===== config.mk =====
export PLATFORM = sky130hd
export DESIGN_NAME = line_position_estimator
export DESIGN_NICKNAME = d
export VERILOG_FILES = /design/src/lpe_pkg.sv /design/src/line_position_estimator.sv /design/src/lpe_front.sv /design/src/lpe_queue.sv /design/src/lpe_back.sv
export SDC_FILE = /design/constraint.sdc
export NUM_CORES = 1
export LEC_CHECK = 0
export ABC_AREA = 1
export BUFFER_PORTS_ARGS = -buffer_cell sky130_fd_sc_hd__buf_2
export CORE_MARGIN = 2
export CORE_UTILIZATION = 35
export DETAILED_ROUTE_END_ITERATION = 7
export PLACE_DENSITY = 0.59
export SLEW_MARGIN = 20
export SYNTH_ARGS = -nofsm -noshare
export SYNTH_HDL_FRONTEND = slang
export SYNTH_SLANG_ARGS = --single-unit

===== constraint.sdc =====
create_clock -name clk -period 10.4 [get_ports clk]
set_input_delay 0 -clock clk [delete_from_list [all_inputs] [get_ports clk]]
set_output_delay 0 -clock clk [all_outputs]
set_load 0.01 [all_outputs]

===== src/lpe_pkg.sv =====
// Shared types, widths and codes of the line position estimator.
package lpe_pkg;

	// sample and position formats
	localparam int SAMPLE_BITS = 10;
	localparam int FRAC_BITS   = 14;
	localparam int NUM_SENSORS = 6;

	// derived widths
	localparam int TSUM_W = SAMPLE_BITS + 3;         // sum of six intensities
	localparam int WSUM_W = SAMPLE_BITS + 5;         // signed weighted sum, |w| <= 9 * max
	localparam int MAG_W  = SAMPLE_BITS + 4;         // magnitude of the weighted sum
	localparam int DEN_W  = TSUM_W + 3;              // five times the intensity sum
	localparam int DVD_W  = MAG_W + FRAC_BITS;       // scaled dividend
	localparam int CNT_W  = $clog2(DVD_W);
	localparam int POS_W  = FRAC_BITS + 2;           // signed position before packing

	// configuration port
	localparam int CFG_DATA_W = SAMPLE_BITS;
	localparam int CFG_IDX_W  = 1;
	localparam logic [CFG_IDX_W-1:0] CFG_LINE_THRESHOLD    = 1'd0;
	localparam logic [CFG_IDX_W-1:0] CFG_CROSSING_MIN_ACTV = 1'd1;
	localparam logic [SAMPLE_BITS-1:0] THRESHOLD_RESET     = SAMPLE_BITS'(512);
	localparam logic [2:0]             CROSSING_RESET      = 3'd5;

	// sensor weights, leftmost first
	localparam int SENSOR_WEIGHT [NUM_SENSORS] = '{-5, -3, -1, 1, 3, 5};

	// pattern codes
	localparam logic [2:0] PAT_LOST     = 3'd0;
	localparam logic [2:0] PAT_CROSSING = 3'd1;
	localparam logic [2:0] PAT_STRAIGHT = 3'd2;
	localparam logic [2:0] PAT_LIGHT    = 3'd3;
	localparam logic [2:0] PAT_MEDIUM   = 3'd4;
	localparam logic [2:0] PAT_SHARP    = 3'd5;

	// heading codes
	localparam logic [1:0] HDG_CENTER = 2'd0;
	localparam logic [1:0] HDG_LEFT   = 2'd1;
	localparam logic [1:0] HDG_RIGHT  = 2'd2;

	typedef logic [SAMPLE_BITS-1:0] sample_t;

	// one input item
	typedef struct packed {
		sample_t raw_0;
		sample_t raw_1;
		sample_t raw_2;
		sample_t raw_3;
		sample_t raw_4;
		sample_t raw_5;
	} in_item_t;

	// one result item
	typedef struct packed {
		logic signed [15:0] position;
		logic [5:0]         active_mask;
		logic [2:0]         active_count;
		logic [2:0]         pattern;
		logic [1:0]         direction;
	} out_item_t;

	// classified item handed from the front to the back
	typedef struct packed {
		logic signed [WSUM_W-1:0] wsum;
		logic [TSUM_W-1:0]        tsum;
		logic [5:0]               mask;
		logic [2:0]               count;
	} job_t;

	// queue status seen by the back
	typedef struct packed {
		logic empty;
		logic full;
	} queue_status_t;

endpackage


===== src/line_position_estimator.sv =====
// Top level of the line position estimator: configuration, front, queue and back.
//
//  channel   ports                          accepted when
//  ------    -----------------------------  ----------------------
//  items     push, full, item               push && !full
//  results   pop, empty, result             pop && !empty
//  config    cfg_we, cfg_index, cfg_data    cfg_we
//
// With the back free, a pushed item goes into the queue, is loaded into the back,
// passes 28 steps of the bit-serial restoring divider (one quotient bit a cycle)
// and is graded into the result register; the back takes no new item until the
// last one is graded. An item with no active sensor skips the divider.
// Reset clears the queue, the direction memory (center) and both registers.
// Up to two items wait in the queue while the back works; a result not yet
// popped holds the back in its final step, and full rises once the queue fills.
module line_position_estimator (
	input  logic                                clk,
	input  logic                                arst_n,
	input  logic                                push,
	output logic                                full,
	input  lpe_pkg::in_item_t                   item,
	input  logic                                pop,
	output logic                                empty,
	output lpe_pkg::out_item_t                  result,
	input  logic                                cfg_we,
	input  logic [lpe_pkg::CFG_IDX_W-1:0]       cfg_index,
	input  logic [lpe_pkg::CFG_DATA_W-1:0]      cfg_data
);
	import lpe_pkg::*;

	logic [SAMPLE_BITS-1:0] line_threshold_q;
	logic [2:0]             crossing_min_active_q;
	job_t                   front_job;
	job_t                   back_job;
	queue_status_t          q_status;
	logic                   job_rd;

	assign full = q_status.full;

	// configuration registers
	always_ff @(posedge clk or negedge arst_n) begin
		if (!arst_n) begin
			line_threshold_q      <= THRESHOLD_RESET;
			crossing_min_active_q <= CROSSING_RESET;
		end else if (cfg_we) begin
			unique case (cfg_index)
				CFG_LINE_THRESHOLD:    line_threshold_q      <= cfg_data[SAMPLE_BITS-1:0];
				CFG_CROSSING_MIN_ACTV: crossing_min_active_q <= cfg_data[2:0];
				default: begin
				end
			endcase
		end
	end

	lpe_front u_front (
		.item           (item),
		.line_threshold (line_threshold_q),
		.job            (front_job)
	);

	lpe_queue u_queue (
		.clk    (clk),
		.arst_n (arst_n),
		.wr     (push),
		.wr_job (front_job),
		.rd     (job_rd),
		.rd_job (back_job),
		.status (q_status)
	);

	lpe_back u_back (
		.clk                 (clk),
		.arst_n              (arst_n),
		.q_status            (q_status),
		.job                 (back_job),
		.job_rd              (job_rd),
		.crossing_min_active (crossing_min_active_q),
		.pop                 (pop),
		.empty               (empty),
		.result              (result)
	);

endmodule


===== src/lpe_front.sv =====
// Front end: threshold, intensity and weighted sums of one item.
module lpe_front (
	input  lpe_pkg::in_item_t                   item,
	input  logic [lpe_pkg::SAMPLE_BITS-1:0]     line_threshold,
	output lpe_pkg::job_t                       job
);
	import lpe_pkg::*;

	sample_t raw [NUM_SENSORS];

	// unpack samples, leftmost first
	always_comb begin
		raw[0] = item.raw_0;
		raw[1] = item.raw_1;
		raw[2] = item.raw_2;
		raw[3] = item.raw_3;
		raw[4] = item.raw_4;
		raw[5] = item.raw_5;
	end

	// classify each sensor and accumulate the sums
	always_comb begin
		sample_t                  inten;
		logic signed [WSUM_W-1:0] term;
		logic signed [WSUM_W-1:0] wsum;
		logic [TSUM_W-1:0]        tsum;
		logic [5:0]               mask;
		logic [2:0]               count;
		wsum  = '0;
		tsum  = '0;
		mask  = '0;
		count = '0;
		for (int i = 0; i < NUM_SENSORS; i++) begin
			inten = line_threshold - raw[i];
			if (inten == '0) begin
				inten = sample_t'(1);
			end
			term = WSUM_W'(SENSOR_WEIGHT[i]) * $signed({{(WSUM_W-SAMPLE_BITS){1'b0}}, inten});
			if (raw[i] <= line_threshold) begin
				mask[i] = 1'b1;
				count   = count + 3'd1;
				wsum    = wsum + term;
				tsum    = tsum + TSUM_W'(inten);
			end
		end
		job.wsum  = wsum;
		job.tsum  = tsum;
		job.mask  = mask;
		job.count = count;
	end

endmodule


===== src/lpe_queue.sv =====
// Two-entry queue of classified items between the front and the back.
module lpe_queue (
	input  logic                   clk,
	input  logic                   arst_n,
	input  logic                   wr,
	input  lpe_pkg::job_t          wr_job,
	input  logic                   rd,
	output lpe_pkg::job_t          rd_job,
	output lpe_pkg::queue_status_t status
);
	import lpe_pkg::*;

	job_t       entry_q [2];
	logic       wr_ptr_q;
	logic       rd_ptr_q;
	logic [1:0] fill_q;
	logic       do_wr;
	logic       do_rd;

	assign status = '{empty: (fill_q == 2'd0), full: (fill_q == 2'd2)};
	assign do_wr  = wr && !status.full;
	assign do_rd  = rd && !status.empty;
	assign rd_job = entry_q[rd_ptr_q];

	// store written items
	always_ff @(posedge clk) begin
		if (do_wr) begin
			entry_q[wr_ptr_q] <= wr_job;
		end
	end

	// advance pointers and fill level
	always_ff @(posedge clk or negedge arst_n) begin
		if (!arst_n) begin
			wr_ptr_q <= 1'b0;
			rd_ptr_q <= 1'b0;
			fill_q   <= 2'd0;
		end else begin
			if (do_wr) begin
				wr_ptr_q <= !wr_ptr_q;
			end
			if (do_rd) begin
				rd_ptr_q <= !rd_ptr_q;
			end
			if (do_wr && !do_rd) begin
				fill_q <= fill_q + 2'd1;
			end else if (do_rd && !do_wr) begin
				fill_q <= fill_q - 2'd1;
			end
		end
	end

endmodule


===== src/lpe_back.sv =====
// Back end: restoring divider, direction memory, grading and result register.
module lpe_back (
	input  logic                   clk,
	input  logic                   arst_n,
	input  lpe_pkg::queue_status_t q_status,
	input  lpe_pkg::job_t          job,
	output logic                   job_rd,
	input  logic [2:0]             crossing_min_active,
	input  logic                   pop,
	output logic                   empty,
	output lpe_pkg::out_item_t     result
);
	import lpe_pkg::*;

	localparam logic [1:0] ST_IDLE = 2'd0;
	localparam logic [1:0] ST_DIV  = 2'd1;
	localparam logic [1:0] ST_FIN  = 2'd2;

	localparam logic [FRAC_BITS:0]   ONE      = (FRAC_BITS+1)'(1) << FRAC_BITS;
	localparam logic [FRAC_BITS+4:0] ONE_W    = (FRAC_BITS+5)'(ONE);
	localparam logic [FRAC_BITS+2:0] ONE_X4   = (FRAC_BITS+3)'(ONE);
	localparam logic [FRAC_BITS+2:0] THREE_X4 = (FRAC_BITS+3)'(3) << FRAC_BITS;

	logic [1:0]         state_q;
	logic               lost_q;
	logic               neg_q;
	logic [5:0]         mask_q;
	logic [2:0]         count_q;
	logic [DEN_W-1:0]   den_q;
	logic [DVD_W-1:0]   dvd_q;
	logic [DEN_W:0]     rem_q;
	logic [DVD_W-1:0]   quo_q;
	logic [CNT_W-1:0]   cnt_q;
	logic [1:0]         dir_q;
	out_item_t          out_q;
	logic               out_valid_q;

	logic [MAG_W-1:0]           mag;
	logic [DEN_W:0]             rem_shift;
	logic                       rem_ge;
	logic [FRAC_BITS:0]         abs_pos;
	logic signed [POS_W-1:0]    pos;
	logic [FRAC_BITS+4:0]       abs_x10;
	logic [FRAC_BITS+2:0]       abs_x4;
	logic [FRAC_BITS+2:0]       abs_x2;
	logic [1:0]                 dir_new;
	logic [2:0]                 pat_new;
	logic                       out_free;
	logic                       finish;

	assign empty    = !out_valid_q;
	assign result   = out_q;
	assign job_rd   = (state_q == ST_IDLE) && !q_status.empty;
	assign out_free = !out_valid_q || pop;
	assign finish   = (state_q == ST_FIN) && out_free;

	// magnitude of the incoming weighted sum
	always_comb begin
		logic signed [WSUM_W-1:0] neg_w;
		neg_w = -job.wsum;
		mag   = job.wsum[WSUM_W-1] ? MAG_W'(neg_w) : MAG_W'(job.wsum);
	end

	// one restoring division step
	assign rem_shift = {rem_q[DEN_W-1:0], dvd_q[DVD_W-1]};
	assign rem_ge    = (rem_shift >= {1'b0, den_q});

	// clamp, sign and grade the quotient
	always_comb begin
		abs_pos = (quo_q > DVD_W'(ONE)) ? ONE : quo_q[FRAC_BITS:0];
		abs_x10 = (FRAC_BITS+5)'(abs_pos) * (FRAC_BITS+5)'(10);
		abs_x4  = {abs_pos, 2'b00};
		abs_x2  = {1'b0, abs_pos, 1'b0};
		if (lost_q) begin
			unique case (dir_q)
				HDG_RIGHT: pos = POS_W'($signed({1'b0, ONE}));
				HDG_LEFT:  pos = -POS_W'($signed({1'b0, ONE}));
				default:   pos = '0;
			endcase
			dir_new = dir_q;
			pat_new = PAT_LOST;
		end else begin
			pos = neg_q ? -$signed({1'b0, abs_pos}) : $signed({1'b0, abs_pos});
			if (abs_x10 > ONE_W) begin
				dir_new = neg_q ? HDG_LEFT : HDG_RIGHT;
			end else begin
				dir_new = HDG_CENTER;
			end
			priority if (count_q >= crossing_min_active) begin
				pat_new = PAT_CROSSING;
			end else if (abs_x4 < ONE_X4) begin
				pat_new = PAT_STRAIGHT;
			end else if (abs_x2 < ONE_X4) begin
				pat_new = PAT_LIGHT;
			end else if (abs_x4 < THREE_X4) begin
				pat_new = PAT_MEDIUM;
			end else begin
				pat_new = PAT_SHARP;
			end
		end
	end

	// datapath registers of the item in work
	always_ff @(posedge clk) begin
		unique case (state_q)
			ST_IDLE: begin
				if (job_rd) begin
					lost_q  <= (job.count == 3'd0);
					neg_q   <= job.wsum[WSUM_W-1];
					mask_q  <= job.mask;
					count_q <= job.count;
					den_q   <= DEN_W'(job.tsum) * DEN_W'(5);
					dvd_q   <= {mag, {FRAC_BITS{1'b0}}};
					rem_q   <= '0;
					quo_q   <= '0;
				end
			end
			ST_DIV: begin
				rem_q <= rem_ge ? (rem_shift - {1'b0, den_q}) : rem_shift;
				quo_q <= {quo_q[DVD_W-2:0], rem_ge};
				dvd_q <= {dvd_q[DVD_W-2:0], 1'b0};
			end
			default: begin
			end
		endcase
		if (finish) begin
			out_q.position     <= 16'(pos);
			out_q.active_mask  <= mask_q;
			out_q.active_count <= count_q;
			out_q.pattern      <= pat_new;
			out_q.direction    <= (dir_new == HDG_RIGHT || dir_new == HDG_LEFT) ? dir_new
				: HDG_CENTER;
		end
	end

	// sequence the item, keep direction, hold the result until popped
	always_ff @(posedge clk or negedge arst_n) begin
		if (!arst_n) begin
			state_q     <= ST_IDLE;
			cnt_q       <= '0;
			dir_q       <= HDG_CENTER;
			out_valid_q <= 1'b0;
		end else begin
			unique case (state_q)
				ST_IDLE: begin
					if (job_rd) begin
						cnt_q   <= '0;
						state_q <= (job.count == 3'd0) ? ST_FIN : ST_DIV;
					end
				end
				ST_DIV: begin
					cnt_q <= cnt_q + CNT_W'(1);
					if (cnt_q == CNT_W'(DVD_W - 1)) begin
						state_q <= ST_FIN;
					end
				end
				ST_FIN: begin
					if (out_free) begin
						state_q <= ST_IDLE;
					end
				end
				default: begin
					state_q <= ST_IDLE;
				end
			endcase
			if (finish) begin
				dir_q       <= dir_new;
				out_valid_q <= 1'b1;
			end else if (pop) begin
				out_valid_q <= 1'b0;
			end
		end
	end

endmodule


==> impl_metrics.tcl, run 1 <==
set metrics [dict create \
    cp_num_buf_inv 9 \
    htreeDepth 1 \
    cts_tree "done" \
    vias 19900 \
    drv_cap 0 \
    dp_hpwl_mm 50.2 \
    multiInputGateArea_mm2 0.0150 \
    io_buffers 107 \
    rows 94 \
    place_ws_ns 0.226 \
    core-area_mm2 0.0657 \
    grt_pass1_vias 18900 \
    gr-usage-all-layers_pct 18.0 \
    drv_slew 0 \
    syn-num-nets 3518 \
    ant_nets 0 \
    crit_fanout 5 \
    slew_headroom_pct 29.2 \
    fin_ws_ns 0.638 \
    nNetsFinal 3656 \
    worst_path_largest_cell_delay_ns 0.55 \
    drc 0 \
    via_per_inst 4.84 \
    avgRoutedWirePerCell_um 14.9 \
    ys_top_cells_by_count "nand2_1, inv_1, ha_1, a21oi_1, nor2_1" \
    synth-seq-cells 216 \
    die_x_um 262 \
    fin_worst_hold_slack_ns 0.112 \
    yosys_warnings 0 \
    worstSetupEndpointType "register" \
    die_h_um 262 \
    clock_skew_ns 0.0112 \
    required_ns 10.67 \
    status "completed" \
    seq_area_mm2 0.00635 \
    hp-class "input port to asynchronous set/reset pin" \
    ctsRootBufferMaster "clkbuf_16" \
    nFillCells 6774 \
    grt_max_degree 47 \
    grt.overflow.total 0 \
    dr.first_iter.drc_count 1337 \
    cp.depth 61 \
    hold_viol 0 \
    cpMaxStageDelayCell "fa_2" \
    cts_buffer_depth 3 \
    yosys-top-cells-area "edfxtp_1, ha_1, nand2_1" \
    syn2layout_area_growth_pct 12.2 \
    path_common_cell "nand2_1" \
    synth_ff_type "edfxtp_1" \
    cts_buffers 22 \
    worstSkewPairLatency_ns 0.51 \
    fin_crit_ns 9.76 \
    crit_path_start_kind "register" \
    synthesis.instances 3086 \
    cts_sinks 216 \
    ys_seq_area_share_pct 27.4 \
    synth_cell_types 63 \
    syn_area_mm2 0.0232 \
    initial_core_util_pct 35.3 \
    clk_pin_slew_ns 0.06 \
    worst_r2r_path_depth 61 \
    tightest_slew_ns 1.06 \
    syn_area_per_cell_um2 7.52 \
    arrival_ns 10.03 \
    cp_top_family "adder cells" \
    synth_edf_count 189 \
    async_flop_share_pct 12.5 \
    routabilityCongestion 0.910 \
    die-area_mm2 0.0684 \
    setup_viol 0 \
    ioPinCount 108 \
    routed_wl_mm 61.3 \
    synth_most_common_cell "nand2_1" \
    synth.top_cell.area_share_pct 24.5 \
    final_layout_size_suffix_gt1_share_pct 10.1 \
    max_freq_ghz 0.102 \
    drt_pass1_iterations 5 \
    antenna_found_initial 5 \
    grt_pass1_wl_mm 98.3 \
    path_class "register to register" \
    post-route-period-util_pct 93.9 \
    synth_top_cell_by_area "edfxtp_1" \
]
[metal layers]
metal	vias to the layer above	wire length (um)	GRT usage, %
li1	10500	-	-
met1	8904	29000	24.0
met2	364	27400	29.6
met3	93	2660	2.47
met4	8	2230	6.44
met5	-	54	0
[timing repair]
item | CTS | global route
gates resized for setup | 0 | 44
endpoints found under the hold margin | 41 | 0
setup endpoints to repair | 0 | 10
hold buffers | 15 | 0
buffers inserted | 0 | 9
[worst register-to-register path, delay by kind of cell, from the launching register on]
family / cells / cell delay, ns
AO/OA/AOI/OAI: 17 / 2.37
XOR/XNOR: 3 / 0.51
adder cells (fa/ha/maj): 11 / 3.61
buffers and inverters: 9 / 0.60
flip-flops: 1 / 0.38
AND/OR/NAND/NOR: 21 / 2.07
[cell families after synthesis]
family,Yosys count,share of synthesized area (%)
and+or+nand+nor,1228,22.6
buffers and inverters,548,9.09
AOI/OAI and AO/OA,534,12.9
adders and majority gates,356,20.2
DFF,216,27.4
xor gates and xnor gates,187,7.09
muxes,17,0.771
[sequential cells by signal (all words and copies together), names as in the netlist, 3 cells and up]
signal	flops
u_back.mask_q	6
u_back.dvd_q	14
u_back.den_q	16
u_back.result	30
u_back.quo_q	28
u_queue.entry_q	74
line_threshold_q	10
u_back.cnt_q	5
crossing_min_active_q	3
u_back.rem_q	16
u_back.count_q	3
[cells in the final DEF, fill, tap and decap left out, types with 27 or more instances in the layout]
cell      netlist  final
nand3_1       156    156
buf_4           4     41
a21oi_1       242    236
xor2_1        133    132
edfxtp_1      189    189
o21ai_0       144    136
fa_1           31     29
nor2_1        214    205
buf_2          12    107
o21ai_1        39     45
nand2_1       710    708
or2_2          27     27
nor3_1         27     27
inv_1         487    486
ha_1          325    312
xnor2_1        53     51
[cell type report]
type | count | share of cell area [%]
timing repair buffer | 165 | 3.97
clock buffer | 34 | 2.52
inverter | 497 | 7.16
multi-input combinational | 2322 | 57.6
clock inverter | 6 | 0.221
tap | 864 | 4.15
sequential | 216 | 24.4
antenna | 1 | 0.00961
[path summary, 6_finish.rpt]
path,slack (ns),start,to
min,0.11,arst_n,u_back.dir_q[0]$_DFFE_PN0P_
min reg2reg,0.42,u_back.mask_q[2]$_DFFE_PP_,u_back.result[10]$_DFFE_PP_
min in group clk,0.15,cfg_we,line_threshold_q[2]$_DFFE_PN0P_
max reg2reg,0.64,line_threshold_q[0]$_DFFE_PN0P_,u_queue.entry_q[0][36]$_DFFE_PP_
max in group asynchronous,9.81,arst_n,u_back.cnt_q[0]$_DFFE_PN0P_
max,0.64,line_threshold_q[0]$_DFFE_PN0P_,u_queue.entry_q[0][36]$_DFFE_PP_
[through the flow]
stage	TNS, ns	util, %	area, um^2	std cells
floorplan	0	-	23200	3086
global placement	0	37.8	24900	4038
detailed placement	0	37.8	24900	4038
CTS	0	39.1	25700	4093
global route	-0.305	39.6	26000	4105
finish	0	39.6	26000	4105
Power of run 1 is not shown: default switching activity piles up to over one toggle a cycle in this logic, so the estimate is an artifact.
==> run 2: changes to the inputs <==
- BUFFER_PORTS_ARGS: -buffer_cell sky130_fd_sc_hd__buf_2 -> -buffer_cell sky130_fd_sc_hd__buf_4
- CORE_ASPECT_RATIO: default -> 1.2
==> run 2 against run 1 <==
Clock-buffer cell count is 8 lower. Cell area is 1.7% higher. Non-clock buffer count is 7 higher. Worst setup slack better by 0.014 ns. Sequential share of layout area is 0.40 points lower. Register-to-register slack hardly changed. Fmax is 0.15% higher. Critical path depth is 7 lower. Critical endpoint is now u_queue.entry_q[1][35]$_DFFE_PP_.
==> impl_metrics.tcl, run 2 (synthesized netlist as in run 1, its figures left out) <==
set metrics [dict create \
    crit_path_start_kind "register" \
    drv_cap 0 \
    hp-class "input port to asynchronous set/reset pin" \
    setup_viol 0 \
    ant_nets 0 \
    worstSetupEndpointType "register" \
    cpMaxStageDelayCell "fa_2" \
    path_class "register to register" \
    fin_crit_ns 9.75 \
    cp_top_family "adder cells" \
    grt_pass1_wl_mm 98.9 \
    drc 0 \
    seq_area_mm2 0.00635 \
    multiInputGateArea_mm2 0.0150 \
    dr.first_iter.drc_count 974 \
    grt.overflow.total 0 \
    grt_pass1_vias 19700 \
    arrival_ns 10.03 \
    nNetsFinal 3665 \
    cts_buffer_depth 3 \
    antenna_found_initial 1 \
    r2r_setup_slack_ns 0.65 \
    initial_core_util_pct 35.3 \
    clock_skew_ns 0.0149 \
    rows 103 \
    worstSkewPairLatency_ns 0.54 \
    die-area_mm2 0.0684 \
    cts_buffers 24 \
    largest_reg_flops 74 \
    drt_pass1_iterations 5 \
    routed_wl_mm 60.3 \
    gr-usage-all-layers_pct 17.7 \
    max_freq_ghz 0.103 \
    crit_fanout 5 \
    dp_hpwl_mm 49.4 \
    required_ns 10.68 \
    path_common_cell "nand2_1" \
    cts_sinks 216 \
    cp_num_buf_inv 9 \
    final_cell_mix "nand2_1, inv_1, ha_1" \
    cts_tree "done" \
    die_h_um 286 \
    drv_slew 0 \
    ioPinCount 108 \
    grt_max_degree 62 \
    nFillCells 6854 \
    tightest_slew_ns 1.06 \
    regMostFlops "u_queue.entry_q" \
    syn2layout_area_growth_pct 14.1 \
    insertedDiodeCount 0 \
    r2r_start "line_threshold_q[4]$_DFFE_PN0P_" \
    fin_setup_tns_ns 0 \
    htreeDepth 1 \
    worst_r2r_path_depth 54 \
    final_common_cell "nand2_1" \
    post-route-period-util_pct 93.7 \
    clk_pin_slew_ns 0.06 \
    die_x_um 239 \
    slew_headroom_pct 29.5 \
    fin_worst_hold_slack_ns 0.0145 \
    final_layout_size_suffix_gt1_share_pct 10.4 \
    status "completed" \
    vias 20000 \
    io_buffers 107 \
    routabilityCongestion 0.890 \
    hold_viol 0 \
    via_per_inst 4.89 \
    core-area_mm2 0.0657 \
    ctsRootBufferMaster "clkbuf_16" \
    r2r-end "u_queue.entry_q[1][35]$_DFFE_PP_" \
    worst_path_largest_cell_delay_ns 0.54 \
    avgRoutedWirePerCell_um 14.7 \
]
run 2: cell types whose count changed in the layout (fill, tap and decap cells not counted), moves of 4 or more:
cell / change
buf_2: -107
clkbuf_1: -6
ha_2: -4
ha_1: +4
buf_4: +111
run 2: layout make-up:
| cell class | instances | share of cell area, % |
|---|---|---|
| Sequential cell | 216 | 24.0 |
| Multi-Input combinational cell | 2322 | 56.6 |
| Tap cell | 840 | 3.97 |
| Clock buffer | 26 | 2.33 |
| Clock inverter | 18 | 0.865 |
| Timing Repair Buffer | 172 | 5.23 |
| Inverter | 497 | 7.04 |
run 2: worst max path at each step:
| stage | slack, ns | from | cells after the start | endpoint |
|---|---|---|---|---|
| 3_5_place_dp | 0.23 | line_threshold_q[0]$_DFFE_PN0P_ | 59 | u_queue.entry_q[0][36]$_DFFE_PP_ |
| 2_1_floorplan | 1.05 | line_threshold_q[0]$_DFFE_PN0P_ | 61 | u_queue.entry_q[0][36]$_DFFE_PP_ |
| 4_1_cts | 0.18 | line_threshold_q[0]$_DFFE_PN0P_ | 59 | u_queue.entry_q[0][36]$_DFFE_PP_ |
| 6_report | 0.65 | line_threshold_q[4]$_DFFE_PN0P_ | 54 | u_queue.entry_q[1][35]$_DFFE_PP_ |
| 3_3_place_gp | 0.45 | line_threshold_q[0]$_DFFE_PN0P_ | 56 | u_queue.entry_q[0][36]$_DFFE_PP_ |
| 5_1_grt | -0.07 | line_threshold_q[4]$_DFFE_PN0P_ | 62 | u_queue.entry_q[1][35]$_DFFE_PP_ |
run 2: layer usage:
metal  up-vias  global-route usage [%]  routed length [um]
met5         -                       0                   0
met4         0                    4.77                1590
met3        70                    1.17                1790
met2       311                    33.0               30300
met1      9102                    21.9               26600
li1      10500                       -                   -
run 2: repair_timing:
item,CTS,global route
endpoints found under the hold margin,42,0
hold buffers,18,0
setup endpoints to repair,0,10
gates resized for setup,0,40
buffers inserted,0,7
run 2: stage by stage:
step / std cells / instance area (um^2) / setup WS [ns] / util (%)
2_1_floorplan: 3086 / 23200 / 1.05 / -
4_1_cts: 4082 / 26200 / 0.181 / 39.8
6_report: 4091 / 26500 / 0.652 / 40.3
3_3_place_gp: 4020 / 25100 / 0.447 / 38.2
5_1_grt: 4091 / 26500 / -0.0738 / 40.3
3_5_place_dp: 4020 / 25100 / 0.226 / 38.2
Power of run 2 is left out for the same reason.
==> run 3: changes to the inputs <==
- CELL_PAD_IN_SITES_DETAIL_PLACEMENT: default -> 0
- CELL_PAD_IN_SITES_GLOBAL_PLACEMENT: default -> 1
- PLACE_DENSITY: 0.59 -> 0.73
==> run 3 against run 2 <==
Hold slack improved by 0.051 ns. Die area unchanged. Clock skew increased by 0.00054 ns. Register-to-register slack improved by 0.07 ns. Via count increased by 0.23%. Non-clock buffer count decreased by 7. Cell count decreased by 0.24%. Sequential cell count unchanged. Utilization decreased by 0.065 points. Clock-buffer cell count decreased by 1. Sequential share of layout area about the same.
==> impl_metrics.tcl, run 3 (synthesized netlist as in run 1, its figures left out) <==
set metrics [dict create \
    tightest_slew_ns 1.04 \
    die_x_um 239 \
    insertedDiodeCount 0 \
    die-area_mm2 0.0684 \
    drc 0 \
    hp-class "input port to asynchronous set/reset pin" \
    final_layout_size_suffix_gt1_share_pct 10.5 \
    drt_pass1_iterations 5 \
    ioPinCount 108 \
    worst_path_largest_cell_delay_ns 0.44 \
    clock_skew_ns 0.0154 \
    status "completed" \
    post-route-period-util_pct 93.0 \
    grt_max_degree 46 \
    antenna_found_initial 1 \
    drv_slew 0 \
    initial_core_util_pct 35.3 \
    worstSetupEndpointType "register" \
    cp_top_family "adder cells" \
    avgRoutedWirePerCell_um 15.6 \
    fin_util_pct 40.2 \
    syn2layout_area_growth_pct 13.9 \
    final_cell_mix "nand2_1, inv_1, ha_1" \
    place_ws_ns 0.138 \
    max_freq_ghz 0.103 \
    cpMaxStageDelayCell "fa_2" \
    worstSkewPairLatency_ns 0.52 \
    routabilityCongestion 0.905 \
    gr-usage-all-layers_pct 18.6 \
    ant_nets 0 \
    drv_cap 0 \
    via_per_inst 4.91 \
    path_class "register to register" \
    dp_hpwl_mm 52.3 \
    cts_buffer_depth 3 \
    crit_path_start_kind "register" \
    grt_pass1_vias 19300 \
    io_buffers 107 \
    cts_sinks 216 \
    routed_wl_mm 63.6 \
    nNetsFinal 3657 \
    fin_crit_ns 9.67 \
    htreeDepth 1 \
    arrival_ns 9.95 \
    crit_fanout 5 \
    core-area_mm2 0.0657 \
    setup_viol 0 \
    nFillCells 6895 \
    regMostFlops "u_queue.entry_q" \
    fin_ws_ns 0.726 \
    required_ns 10.67 \
    dr.first_iter.drc_count 1031 \
    vias 20000 \
    path_common_cell "nand2_1" \
    cts_buffers 23 \
    final_common_cell "nand2_1" \
    die_h_um 286 \
    postPlaceCellArea_mm2 0.0251 \
    cp_num_buf_inv 9 \
    stdcell_area_mm2 0.0264 \
    rows 103 \
    grt_pass1_wl_mm 102 \
    grt.overflow.total 0 \
    cts_tree "done" \
    slew_headroom_pct 30.2 \
    hold_viol 0 \
    ctsRootBufferMaster "clkbuf_16" \
    largest_reg_flops 74 \
    fin_worst_hold_slack_ns 0.0652 \
    clk_pin_slew_ns 0.07 \
]
==> run 3: cell count changes in the layout (fill, tap and decap cells not counted), sizes merged <==
cell / change
buf: -5
dlygate4sd3: -2
clkinv: -4
bufinv: +2
clkbuf: -1
==> run 3: what timing repair did <==
action                                 4_1_cts  5_1_grt
endpoints found under the hold margin       41        0
setup endpoints to repair                    0       14
gates resized for setup                      0       51
hold buffers                                16        0
setup buffers                                0        9
==> run 3: path summary, 6_finish.rpt <==
kind                                                 startpoint                                   end  slack (ns)  cells past startpoint
worst min register to register       u_back.mask_q[1]$_DFFE_PP_            u_back.result[9]$_DFFE_PP_        0.42                      0
worst min-delay path                                     arst_n       line_threshold_q[9]$_DFFE_PN1P_        0.07                      2
max in group asynchronous                                arst_n  crossing_min_active_q[1]$_DFFE_PN0P_       10.15                      3
min in group clk                                         cfg_we       line_threshold_q[0]$_DFFE_PN0P_        0.12                      4
worst max register to register  line_threshold_q[0]$_DFFE_PN0P_      u_queue.entry_q[1][36]$_DFFE_PP_        0.73                     58
worst max-delay path            line_threshold_q[0]$_DFFE_PN0P_      u_queue.entry_q[1][36]$_DFFE_PP_        0.73                     58
==> run 3: per-stage QoR <==
step / setup TNS (ns) / instances
final: 0 / 4081
after floorplan: 0 / 3086
after detailed placement: 0 / 4013
after global routing: -0.136 / 4081
after CTS: 0 / 4070
after global placement: 0 / 4013
==> run 3: cell type report <==
cell class / instances / area [um^2] / area share [%]
repair buffers: 165 / 1330 / 5.01
clock buffers: 25 / 583 / 2.21
multi-input cells: 2322 / 15000 / 56.8
well taps: 840 / 1050 / 3.98
flip-flops and latches: 216 / 6350 / 24.0
inverters: 497 / 1870 / 7.06
clock inverters: 16 / 251 / 0.951
==> run 3: routing by layer <==
metal  global-route usage (%)  vias to the layer above  share of wire (%)
li1                         -                    10500                  -
met1                     25.5                     9156                 48
met2                     31.4                      298                 46
met3                     1.67                       73                3.7
met4                     5.09                        2                2.4
met5                        0                        -              0.022
Power of run 3 is left out for the same reason.
